==> src/pvqm_pkg.sv <==
// Package for the phase voltage quality monitor.
// Holds widths, register reset values and indexes, payload structs and FSM types.
// No dependencies; every other file of the block imports it.
package pvqm_pkg;

  // Sample format and default record length
  localparam int unsigned SampleBits    = 16;
  localparam int unsigned MaxSamplesDef = 1024;

  // Accumulator and result widths
  localparam int unsigned SumsqW = 41;                 // saturating sum of squares
  localparam int unsigned SumW   = 27;                 // saturating signed sum
  localparam int unsigned MeanW  = SumW + 1;           // signed quotient of the sum
  localparam int unsigned RmsW   = (SumsqW + 1) / 2;   // floor root of a SumsqW word
  localparam int unsigned SqW    = 2 * SampleBits - 1; // square of a sample magnitude

  // Configuration port
  localparam int unsigned CfgW    = 16;
  localparam int unsigned CfgIdxW = 3;

  localparam logic [CfgIdxW-1:0] CfgRmsLow  = 3'd0;
  localparam logic [CfgIdxW-1:0] CfgRmsHigh = 3'd1;
  localparam logic [CfgIdxW-1:0] CfgClip    = 3'd2;
  localparam logic [CfgIdxW-1:0] CfgP2pLow  = 3'd3;
  localparam logic [CfgIdxW-1:0] CfgP2pHigh = 3'd4;
  localparam logic [CfgIdxW-1:0] CfgDc      = 3'd5;

  // Register reset values
  localparam logic [14:0]        RmsLowRst  = 15'd13248;
  localparam logic [14:0]        RmsHighRst = 15'd16192;
  localparam logic [14:0]        ClipRst    = 15'd20794;
  localparam logic [15:0]        P2pLowRst  = 16'd41568;
  localparam logic [15:0]        P2pHighRst = 16'd41600;
  localparam logic signed [15:0] DcRst      = 16'sd1;

  // Status bit positions
  localparam int unsigned StRms  = 0;
  localparam int unsigned StP2p  = 1;
  localparam int unsigned StDc   = 2;
  localparam int unsigned StClip = 3;

  // Input transaction
  typedef struct packed {
    logic signed [SampleBits-1:0] sample;
    logic [1:0]                   phase_tag;
    logic                         last;
  } in_item_t;

  // Result transaction
  typedef struct packed {
    logic [15:0]        rms_value;
    logic [15:0]        peak_to_peak;
    logic signed [15:0] mean_value;
    logic [3:0]         status;
    logic [10:0]        clip_count;
    logic [1:0]         phase_out;
  } out_item_t;

  // Status of the divide / root engine toward the sequencer
  typedef struct packed {
    logic busy;
    logic done;
  } ds_status_t;

  // Top-level sequencer
  typedef enum logic [2:0] {
    ST_IDLE,
    ST_SQUARE,
    ST_ACCUM,
    ST_START,
    ST_CALC,
    ST_LOAD
  } top_state_e;

  // Divide / root engine
  typedef enum logic [2:0] {
    DS_IDLE,
    DS_DIV_MEAN,
    DS_DIV_MS,
    DS_SQRT,
    DS_DONE
  } ds_state_e;

endpackage

==> src/pvqm_divsqrt.sv <==
// Divide and square-root engine of the phase voltage quality monitor.
// One shared compare-subtract unit runs two restoring divisions and a digit root.
// Depends on pvqm_pkg.
module pvqm_divsqrt import pvqm_pkg::*; #(
  parameter int unsigned MAX_SAMPLES = MaxSamplesDef,
  localparam int unsigned CntW = $clog2(MAX_SAMPLES + 1)
) (
  input  logic                    clk_i,
  input  logic                    rst_ni,
  input  logic                    start_i,
  input  logic [SumsqW-1:0]       sumsq_i,
  input  logic signed [SumW-1:0]  sum_i,
  input  logic [CntW-1:0]         count_i,
  output ds_status_t              status_o,
  output logic [RmsW-1:0]         rms_o,
  output logic signed [MeanW-1:0] mean_o
);

  localparam int unsigned UnitW     = SumsqW + 1;
  localparam int unsigned DivSteps  = SumsqW;
  localparam int unsigned SqrtSteps = RmsW;
  localparam int unsigned StepW     = $clog2(DivSteps);
  localparam logic [SumsqW-1:0] BitInit = SumsqW'(1) << (2 * (SqrtSteps - 1));

  ds_state_e state_q, state_d;

  logic [UnitW-1:0]        rem_q;
  logic [SumsqW-1:0]       quo_q;
  logic [CntW-1:0]         div_q;
  logic                    neg_q;
  logic [SumsqW-1:0]       root_q;
  logic [SumsqW-1:0]       bit_q;
  logic [StepW-1:0]        step_q;
  logic [RmsW-1:0]         rms_q;
  logic signed [MeanW-1:0] mean_q;

  // Shared unit and control
  logic              unit_sqrt;
  logic              last_step;
  logic [UnitW-1:0]  unit_a, unit_b;
  logic [UnitW:0]    unit_diff;
  logic              unit_ge;
  logic [UnitW-1:0]  rem_next;
  logic [SumsqW-1:0] quo_next;
  logic [SumsqW-1:0] root_next;
  logic [SumW-1:0]   sum_mag;
  logic signed [MeanW-1:0] mean_mag;

  // Magnitude of the sum; the sign is applied to the quotient
  assign sum_mag  = sum_i[SumW-1] ? SumW'(-sum_i) : SumW'(sum_i);
  assign mean_mag = MeanW'(quo_next);

  // Compare-subtract: a division step or a root step
  always_comb begin
    if (unit_sqrt) begin
      unit_a = rem_q;
      unit_b = UnitW'(root_q | bit_q);
    end else begin
      unit_a = {rem_q[UnitW-2:0], quo_q[SumsqW-1]};
      unit_b = UnitW'(div_q);
    end
    unit_diff = {1'b0, unit_a} - {1'b0, unit_b};
    unit_ge   = ~unit_diff[UnitW];
    rem_next  = unit_ge ? unit_diff[UnitW-1:0] : unit_a;
    quo_next  = {quo_q[SumsqW-2:0], unit_ge};
    root_next = unit_ge ? ((root_q >> 1) | bit_q) : (root_q >> 1);
  end

  // Next state
  always_comb begin
    state_d = state_q;
    case (state_q)
      DS_IDLE, DS_DONE: begin
        if (start_i) state_d = DS_DIV_MEAN;
      end
      DS_DIV_MEAN: begin
        if (last_step) state_d = DS_DIV_MS;
      end
      DS_DIV_MS: begin
        if (last_step) state_d = DS_SQRT;
      end
      DS_SQRT: begin
        if (last_step) state_d = DS_DONE;
      end
      default: state_d = DS_IDLE;
    endcase
  end

  // Outputs of the sequencer
  always_comb begin
    unit_sqrt     = (state_q == DS_SQRT);
    last_step     = unit_sqrt ? (step_q == StepW'(SqrtSteps - 1))
                              : (step_q == StepW'(DivSteps - 1));
    status_o.busy = (state_q == DS_DIV_MEAN) || (state_q == DS_DIV_MS) ||
                    (state_q == DS_SQRT);
    status_o.done = (state_q == DS_DONE);
  end

  always_ff @(posedge clk_i or negedge rst_ni) begin
    if (!rst_ni) begin
      state_q <= DS_IDLE;
    end else begin
      state_q <= state_d;
    end
  end

  // Datapath; sumsq_i is held by the caller until the result is taken
  always_ff @(posedge clk_i) begin
    case (state_q)
      DS_IDLE, DS_DONE: begin
        if (start_i) begin
          rem_q  <= '0;
          quo_q  <= SumsqW'(sum_mag);
          div_q  <= (count_i == '0) ? CntW'(1) : count_i;
          neg_q  <= sum_i[SumW-1];
          step_q <= '0;
        end
      end
      DS_DIV_MEAN: begin
        rem_q  <= rem_next;
        quo_q  <= quo_next;
        step_q <= step_q + StepW'(1);
        if (last_step) begin
          mean_q <= neg_q ? -mean_mag : mean_mag;
          rem_q  <= '0;
          quo_q  <= sumsq_i;
          step_q <= '0;
        end
      end
      DS_DIV_MS: begin
        rem_q  <= rem_next;
        quo_q  <= quo_next;
        step_q <= step_q + StepW'(1);
        if (last_step) begin
          rem_q  <= UnitW'(quo_next);
          root_q <= '0;
          bit_q  <= BitInit;
          step_q <= '0;
        end
      end
      DS_SQRT: begin
        rem_q  <= rem_next;
        root_q <= root_next;
        bit_q  <= bit_q >> 2;
        step_q <= step_q + StepW'(1);
        if (last_step) rms_q <= root_next[RmsW-1:0];
      end
      default: begin
        step_q <= '0;
      end
    endcase
  end

  assign rms_o  = rms_q;
  assign mean_o = mean_q;

endmodule

==> src/phase_voltage_quality_monitor_top.sv <==
// Top level of the phase voltage quality monitor: ports, registers, accumulators.
// Depends on pvqm_pkg and pvqm_divsqrt.
//
// Each sample transaction is accepted, its magnitude is squared in the one
// multiplier, then it is added into the saturating accumulators; stall is
// high meanwhile. A transaction with last set then starts the divide / root
// engine, whose single compare-subtract unit runs 41 steps for the mean, 41
// for the mean square and 21 for the root; the result is then loaded once
// the output register is free. The result waits in an output register; the
// next record's samples are taken while it waits, and a following record
// closes only once that register is free. A record holds at most MAX_SAMPLES
// samples; later ones are dropped until last closes it.
module phase_voltage_quality_monitor_top import pvqm_pkg::*; #(
  parameter int unsigned MAX_SAMPLES = MaxSamplesDef
) (
  input  logic               clk_i,
  input  logic               rst_ni,
  input  logic               in_valid_i,
  output logic               in_stall_o,
  input  in_item_t           in_data_i,
  output logic               out_valid_o,
  input  logic               out_stall_i,
  output out_item_t          out_data_o,
  input  logic               cfg_we_i,
  input  logic [CfgIdxW-1:0] cfg_idx_i,
  input  logic [CfgW-1:0]    cfg_wdata_i
);

  localparam int unsigned CntW = $clog2(MAX_SAMPLES + 1);
  localparam logic [CntW-1:0] MaxCnt = CntW'(MAX_SAMPLES);

  top_state_e state_q, state_d;

  // Configuration registers
  logic [14:0]        rms_low_q, rms_high_q, clip_lvl_q;
  logic [15:0]        p2p_low_q, p2p_high_q;
  logic signed [15:0] dc_limit_q;

  // Captured transaction and record accumulators
  logic signed [SampleBits-1:0] sample_q;
  logic [1:0]                   tag_q;
  logic                         last_q;
  logic                         acc_en_q;
  logic [SqW-1:0]               sq_q;
  logic [SumsqW-1:0]            sumsq_q;
  logic signed [SumW-1:0]       sum_q;
  logic signed [SampleBits-1:0] max_q, min_q;
  logic [CntW-1:0]              cnt_q, clip_q;

  logic      out_valid_q;
  out_item_t out_data_q;

  // Sequencer outputs
  logic capture, ds_start, out_free, load;

  // Engine interface
  ds_status_t              ds_status;
  logic [RmsW-1:0]         ds_rms;
  logic signed [MeanW-1:0] ds_mean;

  // Per-sample arithmetic
  logic signed [SampleBits:0]   smp_ext;
  logic [SampleBits:0]          mag;
  logic [2*SampleBits+1:0]      prod;
  logic signed [SumW:0]         sum_ext;
  logic signed [SumW-1:0]       sum_sat;
  logic [SumsqW:0]              sumsq_ext;
  logic                         clip_hit;

  // Result arithmetic
  logic signed [SampleBits:0]   p2p_s;
  logic [SampleBits:0]          p2p_u;
  logic [3:0]                   status;

  assign smp_ext  = (SampleBits + 1)'(sample_q);
  assign mag      = smp_ext[SampleBits] ? (SampleBits + 1)'(-smp_ext)
                                        : (SampleBits + 1)'(smp_ext);
  assign prod     = mag * mag;
  assign clip_hit = (mag >= (SampleBits + 1)'(clip_lvl_q));

  // Saturate the signed sum on overflow of either sign
  always_comb begin
    sum_ext = (SumW + 1)'(sum_q) + (SumW + 1)'(sample_q);
    if (sum_ext[SumW] != sum_ext[SumW-1]) begin
      sum_sat = sum_ext[SumW] ? {1'b1, {(SumW - 1){1'b0}}} : {1'b0, {(SumW - 1){1'b1}}};
    end else begin
      sum_sat = sum_ext[SumW-1:0];
    end
  end

  assign sumsq_ext = {1'b0, sumsq_q} + (SumsqW + 1)'(sq_q);

  // Status flags from the engine results and the accumulators
  always_comb begin
    p2p_s          = (SampleBits + 1)'(max_q) - (SampleBits + 1)'(min_q);
    p2p_u          = p2p_s;
    status         = '0;
    status[StRms]  = (ds_rms <= RmsW'(rms_low_q)) || (ds_rms >= RmsW'(rms_high_q));
    status[StP2p]  = (p2p_u < (SampleBits + 1)'(p2p_low_q)) ||
                     (p2p_u > (SampleBits + 1)'(p2p_high_q));
    status[StDc]   = (ds_mean >= MeanW'(dc_limit_q));
    status[StClip] = (clip_q != '0);
  end

  // Next state
  always_comb begin
    state_d = state_q;
    case (state_q)
      ST_IDLE:   if (in_valid_i) state_d = ST_SQUARE;
      ST_SQUARE: state_d = ST_ACCUM;
      ST_ACCUM:  state_d = last_q ? ST_START : ST_IDLE;
      ST_START:  state_d = ST_CALC;
      ST_CALC:   if (ds_status.done) state_d = ST_LOAD;
      ST_LOAD:   if (out_free) state_d = ST_IDLE;
      default:   state_d = ST_IDLE;
    endcase
  end

  // Sequencer outputs
  always_comb begin
    in_stall_o = (state_q != ST_IDLE);
    capture    = (state_q == ST_IDLE) && in_valid_i;
    ds_start   = (state_q == ST_START);
    out_free   = !out_valid_q || !out_stall_i;
    load       = (state_q == ST_LOAD) && out_free;
  end

  always_ff @(posedge clk_i or negedge rst_ni) begin
    if (!rst_ni) begin
      state_q <= ST_IDLE;
    end else begin
      state_q <= state_d;
    end
  end

  // Write configuration registers; unknown indexes drop
  always_ff @(posedge clk_i or negedge rst_ni) begin
    if (!rst_ni) begin
      rms_low_q  <= RmsLowRst;
      rms_high_q <= RmsHighRst;
      clip_lvl_q <= ClipRst;
      p2p_low_q  <= P2pLowRst;
      p2p_high_q <= P2pHighRst;
      dc_limit_q <= DcRst;
    end else if (cfg_we_i) begin
      case (cfg_idx_i)
        CfgRmsLow:  rms_low_q  <= cfg_wdata_i[14:0];
        CfgRmsHigh: rms_high_q <= cfg_wdata_i[14:0];
        CfgClip:    clip_lvl_q <= cfg_wdata_i[14:0];
        CfgP2pLow:  p2p_low_q  <= cfg_wdata_i;
        CfgP2pHigh: p2p_high_q <= cfg_wdata_i;
        CfgDc:      dc_limit_q <= cfg_wdata_i;
        default:    ;
      endcase
    end
  end

  // Capture the sample transaction and square its magnitude
  always_ff @(posedge clk_i) begin
    if (capture) begin
      sample_q <= in_data_i.sample;
      tag_q    <= in_data_i.phase_tag;
      last_q   <= in_data_i.last;
    end
    if (state_q == ST_SQUARE) begin
      sq_q     <= prod[SqW-1:0];
      acc_en_q <= (cnt_q < MaxCnt);
    end
  end

  // Record accumulators; clear when the result is loaded
  always_ff @(posedge clk_i or negedge rst_ni) begin
    if (!rst_ni) begin
      sumsq_q <= '0;
      sum_q   <= '0;
      max_q   <= '0;
      min_q   <= '0;
      cnt_q   <= '0;
      clip_q  <= '0;
    end else if (load) begin
      sumsq_q <= '0;
      sum_q   <= '0;
      max_q   <= '0;
      min_q   <= '0;
      cnt_q   <= '0;
      clip_q  <= '0;
    end else if ((state_q == ST_SQUARE) && (cnt_q < MaxCnt)) begin
      sum_q <= sum_sat;
      if (cnt_q == '0) begin
        max_q <= sample_q;
        min_q <= sample_q;
      end else begin
        if (sample_q > max_q) max_q <= sample_q;
        if (sample_q < min_q) min_q <= sample_q;
      end
      if (clip_hit) clip_q <= clip_q + CntW'(1);
      cnt_q <= cnt_q + CntW'(1);
    end else if ((state_q == ST_ACCUM) && acc_en_q) begin
      sumsq_q <= sumsq_ext[SumsqW] ? {SumsqW{1'b1}} : sumsq_ext[SumsqW-1:0];
    end
  end

  // Mean, mean square and root
  pvqm_divsqrt #(
    .MAX_SAMPLES(MAX_SAMPLES)
  ) u_divsqrt (
    .clk_i    (clk_i),
    .rst_ni   (rst_ni),
    .start_i  (ds_start),
    .sumsq_i  (sumsq_q),
    .sum_i    (sum_q),
    .count_i  (cnt_q),
    .status_o (ds_status),
    .rms_o    (ds_rms),
    .mean_o   (ds_mean)
  );

  // Hold the result transaction until it is taken
  always_ff @(posedge clk_i or negedge rst_ni) begin
    if (!rst_ni) begin
      out_valid_q <= 1'b0;
    end else if (load) begin
      out_valid_q <= 1'b1;
    end else if (!out_stall_i) begin
      out_valid_q <= 1'b0;
    end
  end

  always_ff @(posedge clk_i) begin
    if (load) begin
      out_data_q.rms_value    <= 16'(ds_rms);
      out_data_q.peak_to_peak <= p2p_u[15:0];
      out_data_q.mean_value   <= ds_mean[15:0];
      out_data_q.status       <= status;
      out_data_q.clip_count   <= 11'(clip_q);
      out_data_q.phase_out    <= tag_q;
    end
  end

  assign out_valid_o = out_valid_q;
  assign out_data_o  = out_data_q;

`ifndef NO_ASSERTIONS
  // An accepted sample always goes on to the squaring step
  a_accept_squares: assert property (@(posedge clk_i) disable iff (!rst_ni)
    (in_valid_i && !in_stall_o) |=> (state_q == ST_SQUARE))
    else $error("accepted sample did not reach the squaring step");

  // The engine only runs while the sequencer waits for it
  a_engine_owned: assert property (@(posedge clk_i) disable iff (!rst_ni)
    ds_status.busy |-> (state_q == ST_CALC))
    else $error("engine busy outside the calculation wait");

  // Loading a result clears the record and presents the result
  a_load_clears: assert property (@(posedge clk_i) disable iff (!rst_ni)
    load |=> (cnt_q == '0) && (sumsq_q == '0) && out_valid_q)
    else $error("record not cleared or result not presented after load");

  // The sample count never passes the record limit
  a_count_bound: assert property (@(posedge clk_i) disable iff (!rst_ni)
    cnt_q <= MaxCnt)
    else $error("sample count exceeds the record limit");
`endif

endmodule
==> config.mk <==
export PLATFORM = sky130hd
export DESIGN_NAME = phase_voltage_quality_monitor_top
export DESIGN_NICKNAME = d
export VERILOG_FILES = /design/src/pvqm_pkg.sv /design/src/pvqm_divsqrt.sv /design/src/phase_voltage_quality_monitor_top.sv
export SDC_FILE = /design/constraint.sdc
export NUM_CORES = 2
export LEC_CHECK = 0
export ABC_CLOCK_PERIOD_IN_PS = 22800
export BUFFER_PORTS_ARGS = -buffer_cell sky130_fd_sc_hd__buf_4
export CORE_UTILIZATION = 60
export CTS_CLUSTER_DIAMETER = 200
export DETAILED_ROUTE_END_ITERATION = 7
export GPL_ROUTABILITY_DRIVEN = 0
export PLACE_DENSITY = 0.77
export SKIP_LAST_GASP = 1
export SLEW_MARGIN = 25
export SYNTH_ARGS = -nofsm -noshare
export SYNTH_HDL_FRONTEND = slang
export SYNTH_SLANG_ARGS = --single-unit
==> constraint.sdc <==
create_clock -name clk_i -period 22.8 [get_ports clk_i]
set_clock_uncertainty 0.2 [all_clocks]
set_input_delay 4.56 -clock clk_i [delete_from_list [all_inputs] [get_ports clk_i]]
set_output_delay 4.56 -clock clk_i [all_outputs]
set_load 0.05 [all_outputs]
* After elaboration in Yosys (flattened, before gate mapping)
Cells that the tools add are included.
Operators by class: bitwise gates (word level) 3, $mul 1, add/sub/neg operators 10, $lt $le $gt $ge 9, muxes and demuxes 55, equality and inequality tests 26, reductions and logical operators 43
Operators by type and width (count):
- 41-bit two-way mux | 9
- 42-bit two-way mux | 6
- 42-bit case mux with 4 select lines | 1
- 41-bit case mux with 2 select lines | 2
- 27-bit two-way mux | 5
- 16-bit two-way mux | 8
- 41-bit case mux with 3 select lines | 1
- 11-bit two-way mux | 5
- 42-bit by 42-bit subtractor with 43-bit output | 1
- 41-bit by 31-bit adder with 42-bit output | 1
- 40-bit by 41-bit OR with 41-bit output | 1
- 41-bit OR | 1
- 2-bit AND reduction | 16
- 17-bit by 17-bit multiplier with 31-bit output | 1
- 27-bit by 16-bit adder with 28-bit output | 1
- 28-bit by 16-bit greater-or-equal comparator with 1-bit output | 1
- 28-bit two-way mux | 1
- 28-bit negation | 1
- 27-bit negation | 1
- 11-bit by 1-bit adder with 11-bit output (second input constant) | 2
- 21-bit by 15-bit greater-or-equal comparator with 1-bit output | 1
- 21-bit by 15-bit <= comparator with 1-bit output | 1
- 3-bit two-way mux | 7
- 3-bit by 2-bit equality test with 1-bit output (second input constant) | 6
- other kinds (36) | 67
Word-level totals: bits in registers 570, output and inout port bits 67

* Logic depth before layout (Yosys ltp)
word-level depth 6, mapped depth 33, mapped depth without buffers 30

* Cells and area by module
A second synthesis with hierarchy kept.
Second synthesis, totals: cells, all modules 4109, area total of the unflattened synthesis 40385.0 sq um
By module, submodules not included:
- phase_voltage_quality_monitor_top | instances 1, cells each 2791, area an instance 27273.7 sq um
- pvqm_divsqrt | instances 1, cells each 1318, area an instance 13111.3 sq um

* Least setup slack after synthesis
No wires, ideal clock.
path type register to register, start point reg sample_q[7], end point reg sq_q[30], data pin, cell stages (with the launch flop) 28, path buffers 1, required time 22340 ps, setup time 260 ps, path slack 14703 ps, arrival time 7638 ps, cells stage by stage edfxtp_1 -> or4_4 -> or3_1 -> or3_1 -> and2_1 -> xnor2_1 -> inv_1 -> clkbuf_1 -> nand2_1 -> fa_1 -> fa_1 -> fa_1 -> inv_1 -> fa_1 -> fa_1 -> inv_1 -> fa_1 -> inv_1 -> ha_1 -> a21o_1 -> a21oi_1 -> a21boi_0 -> a211oi_1 -> o21ai_0 -> a21oi_1 -> o311ai_0 -> a21oi_1 -> xnor2_1
On the way: cells in the longest elaborated chain, start to end 3
RTL lines:
- from (decl) | RTL line phase_voltage_quality_monitor_top.sv:40 | logic signed [SampleBits-1:0] sample_q;
- from (signal assigned) | RTL line phase_voltage_quality_monitor_top.sv:161 | sample_q <= in_data_i.sample;
- 16-bit negation with 17-bit output | RTL line phase_voltage_quality_monitor_top.sv:76 | assign mag = smp_ext[SampleBits] ? (SampleBits + 1)'(-smp_ext)
- 17-bit two-way mux * | RTL line phase_voltage_quality_monitor_top.sv:76
- 17-bit by 17-bit multiplier with 31-bit output * | RTL line phase_voltage_quality_monitor_top.sv:78 | assign prod = mag * mag;
- via prod[30] | RTL line phase_voltage_quality_monitor_top.sv:64 | logic [2*SampleBits+1:0] prod;
- to (signal assigned) | RTL line phase_voltage_quality_monitor_top.sv:166 | sq_q <= prod[SqW-1:0];
- to (decl) | RTL line phase_voltage_quality_monitor_top.sv:44 | logic [SqW-1:0] sq_q;
The timed path passes the listed nets; every way through them passes the cells marked *. A chain may end at the register's enable or synchronous reset.

* Worst setup path in the final report
start point reg sample_q[0], end point reg sq_q[30], data pin
Same word-level chain as after synthesis.

==> flow_metrics.py <==
metrics = {
    "outcome": {
        "status": "complete, no violations",
    },
    "worst_setup_path": {
        "slowest_stage_cell_crit_path": "sky130_fd_sc_hd__edfxtp_1",
        "worstSetupStartpointType": "register",
        "timing.rr.end": "sq_q[30]",
        "cpMostUsedCell": "sky130_fd_sc_hd__fa_1",
        "path_buf_inv": 6,
        "timing.rr.start": "sample_q[0]",
        "crit_path_kind": "register to register",
        "kind_of_end_point_of_the_critical_path": "register",
        "data_arrival_time_of_the_critical_path_ns": 9.17,
        "timing.reg2reg.worst_path_depth": 28,
        "critPathTopFamily": "adder cells",
        "cpPeakStageDelay_ns": 0.72,
        "ff2ff_setup_slack_ns": 13.79,
        "critical_path_required_ns": 22.96,
        "crit_fanout": 14,
    },
    "synth": {
        "postSynth.asyncResetShare_pct": 40.44,
        "synthesis.instances": 3983,
        "number_of_synthesized_flops_with_an_enable_pin": 327,
        "synth.cell_area_sq_um": 39590,
        "syn-mean-instance-area_sq_um": 9.940,
        "yosys_warnings": 0,
        "synth-main-ff-cell": "sky130_fd_sc_hd__edfxtp_1",
        "yosys_register_bits": 549,
        "synth.distinct_cells": 87,
        "share_of_synthesized_area_occupied_by_flip_flops_and_latches_pct": 38.93,
    },
    "cells_and_area": {
        "fill_count": 4880,
        "final_layout_size_suffix_gt1_share_pct": 8.545,
        "regArea_sq_um": 15410,
        "layout-area-overhead-vs-synth_pct": 9.945,
        "final_nets": 4671,
        "insertedDiodeCount": 0,
        "multi_input_comb_area_sq_um": 22080,
    },
    "route": {
        "detail_route.vias_per_cell": 5.983,
        "num_vias": 29830,
        "totalWireLength_mm": 100.0,
        "drt-wirelength-per-cell_microns": 20.06,
        "detail_route.drc_violations": 0,
        "detail_route.iter0.violations": 2917,
        "drtAntennaViolNets": 0,
        "firstDrtPassIters": 6,
    },
    "timing": {
        "slew-limit-headroom_pct": 30.26,
        "finalHoldViolCount": 0,
        "finalSetupViolCount": 0,
        "fmax_mhz": 111.0,
        "unrepaired_setup_endpoints_after_global_routing": "no",
        "worst-slew-pin-transition_ns": 1.045,
        "timing.final.crit_share_pct": 39.53,
        "setup_total_negative_slack_ns": 0,
        "final-max-slew-violation-count": 0,
        "post-route-min-period_ns": 9.013,
    },
    "grt": {
        "gr-usage-all-layers_pct": 30.56,
        "grt_start_max_net_pins": 117,
        "antenna_found_initial": 1,
        "grt_pass1_wl_mm": 160.8,
        "globalRouteOverflowTotal": 0,
        "grt_pass1_vias": 29497,
    },
    "cts": {
        "post_cts.repair.setup_buffers": 0,
        "clock_pin_slew_worst_setup_and_hold_paths_ns": 0.07,
        "cts-hold-fix-buffers": 0,
        "cts_inserted_buffers": 57,
        "cts_h_tree_lvls": 2,
        "clkLatencyLatePin_ns": 0.64,
        "cts_tree": "yes",
        "clkSinkCount": 549,
        "clock_path_buffers": 3,
        "cts-root-buf": "sky130_fd_sc_hd__clkbuf_16",
        "post_cts_resized": 0,
    },
    "floorplanning": {
        "num_rows": 93,
        "die_w_microns": 258.9,
        "start_util_pct": 61.09,
        "fp.dieH_microns": 258.9,
        "floorplan.core_area_sq_um": 64810,
        "fp.dieArea_sq_um": 67020,
        "boundaryPins": 110,
    },
    "hold_path": {
        "hold_path_depth": 0,
        "min-delay-start": "tag_q[1]",
        "worstHoldPathType": "register to register",
        "worst_hold_path.endpoint": "out_data_o[1]",
    },
    "flow_run": {
        "max_cap_violations": 0,
    },
    "placed_design": {
        "buffer_ports.inserted": 109,
        "detailed_place_hpwl_mm": 74.93,
    },
}
[routing by layer]
layer / up-vias / track usage (%) / routed length (microns) / part of all wire [%]
met2: 1052 / 49.41 / 46860 / 47
met4: 2 / 12.90 / 4355 / 4.4
met3: 214 / 4.695 / 7436 / 7.4
met1: 14497 / 41.08 / 41380 / 41
met5: - / 0 / 13 / 0.013
li1: 14065 / - / - / -
[layout make-up]
class | count | area share, %
clock inverters | 36 | 1.089
clock buffers | 72 | 3.567
multi-input cells | 2848 | 50.74
inverters | 478 | 4.128
well taps | 855 | 2.458
repair buffers | 148 | 2.616
flip-flops and latches | 549 | 35.41
[cell usage after synthesis, types with 85 or more instances]
library cell	number	share of area, %
sky130_fd_sc_hd__a21o_1	102	1.9
sky130_fd_sc_hd__a21oi_1	232	2.9
sky130_fd_sc_hd__clkbuf_1	129	1.2
sky130_fd_sc_hd__dfrtp_1	192	12
sky130_fd_sc_hd__edfxtp_1	327	25
sky130_fd_sc_hd__fa_1	195	9.9
sky130_fd_sc_hd__ha_1	351	11
sky130_fd_sc_hd__inv_1	469	4.4
sky130_fd_sc_hd__nand2_1	467	4.4
sky130_fd_sc_hd__nor2_1	220	2.1
sky130_fd_sc_hd__o21ai_0	224	2.8
sky130_fd_sc_hd__xnor2_1	130	2.9
sky130_fd_sc_hd__xor2_1	85	1.9
[sequential cells by signal (all words and copies together) (netlist names), 21 cells and up]
name	count
sum_q	27
u_divsqrt.mean_o	28
sumsq_q	41
out_data_o	65
u_divsqrt.rms_o	21
u_divsqrt.rem_q	42
u_divsqrt.root_q	41
sq_q	30
u_divsqrt.quo_q	41
u_divsqrt.bit_q	21
[kinds of logic (layout without fill, tap and decap cells)]
group / Yosys count / after routing / share of synthesized area, %
fa+ha+maj: 546 / 546 / 20.95
compound gates: 896 / 896 / 14.66
xor+xnor: 216 / 216 / 4.797
other cells: 2 / 34 / 0.01897
simple gates: 1082 / 1082 / 12.79
buf+inv: 618 / 734 / 5.872
mux: 74 / 74 / 1.985
flops: 549 / 549 / 38.93
[how the worst max path moves through the flow]
stage                            from        to  slack, ns  cells after the start
after floorplan           sample_q[7]  sq_q[30]      14.70                     27
after global placement    sample_q[9]  sq_q[30]      14.11                     29
after detailed placement  sample_q[4]  sq_q[30]      13.91                     26
after CTS                 sample_q[4]  sq_q[30]      13.87                     26
after global routing      sample_q[4]  sq_q[30]      13.25                     26
final                     sample_q[0]  sq_q[30]      13.79                     28
[per-stage QoR]
stage          std cells  hold slack, ns  setup WS, ns  util [%]  instance area (sq um)
3_5_place_dp        4877          0.2066         13.91     63.99                  41470
4_1_cts             4985          0.2207         13.87     67.12                  43500
2_1_floorplan       4015          0.2003         14.70         -                  39710
5_1_grt             4986          0.2378         13.25     67.16                  43530
3_3_place_gp        4877          0.2022         14.11     63.99                  41470
6_report            4986          0.2231         13.79     67.16                  43530
[worst reg2reg max path, delay by kind of cell, from the launching register on]
kind / cells / cell delay [ns]
adders and majority gates: 8 / 3.66
xor gates and xnor gates: 2 / 0.75
and+or+nand+nor: 2 / 0.42
AOI/OAI and AO/OA: 10 / 2.08
DFF: 1 / 0.72
buffers and inverters: 6 / 0.92
[placed cells by master, fill, tap and decap left out, drive strengths merged, types with 30 or more instances in the layout]
cell type | Yosys | routed
a21o | 102 | 102
a21oi | 232 | 232
a221o | 47 | 47
a31oi | 32 | 32
and2 | 63 | 63
buf | 11 | 148
clkbuf | 129 | 72
conb | 2 | 34
dfrtp | 192 | 192
dfstp | 30 | 30
edfxtp | 327 | 327
fa | 195 | 195
ha | 351 | 351
inv | 472 | 475
mux2 | 36 | 36
mux2i | 38 | 38
nand2 | 467 | 467
nand2b | 41 | 41
nand3 | 60 | 60
nand4 | 37 | 37
nor2 | 220 | 220
nor2b | 35 | 35
nor3 | 44 | 44
o21ai | 231 | 231
o31ai | 35 | 35
xnor2 | 131 | 131
xor2 | 85 | 85
Power is left out: the tool's default activity adds up to more than one toggle a clock period on the data nets, which glitch-free logic cannot reach.
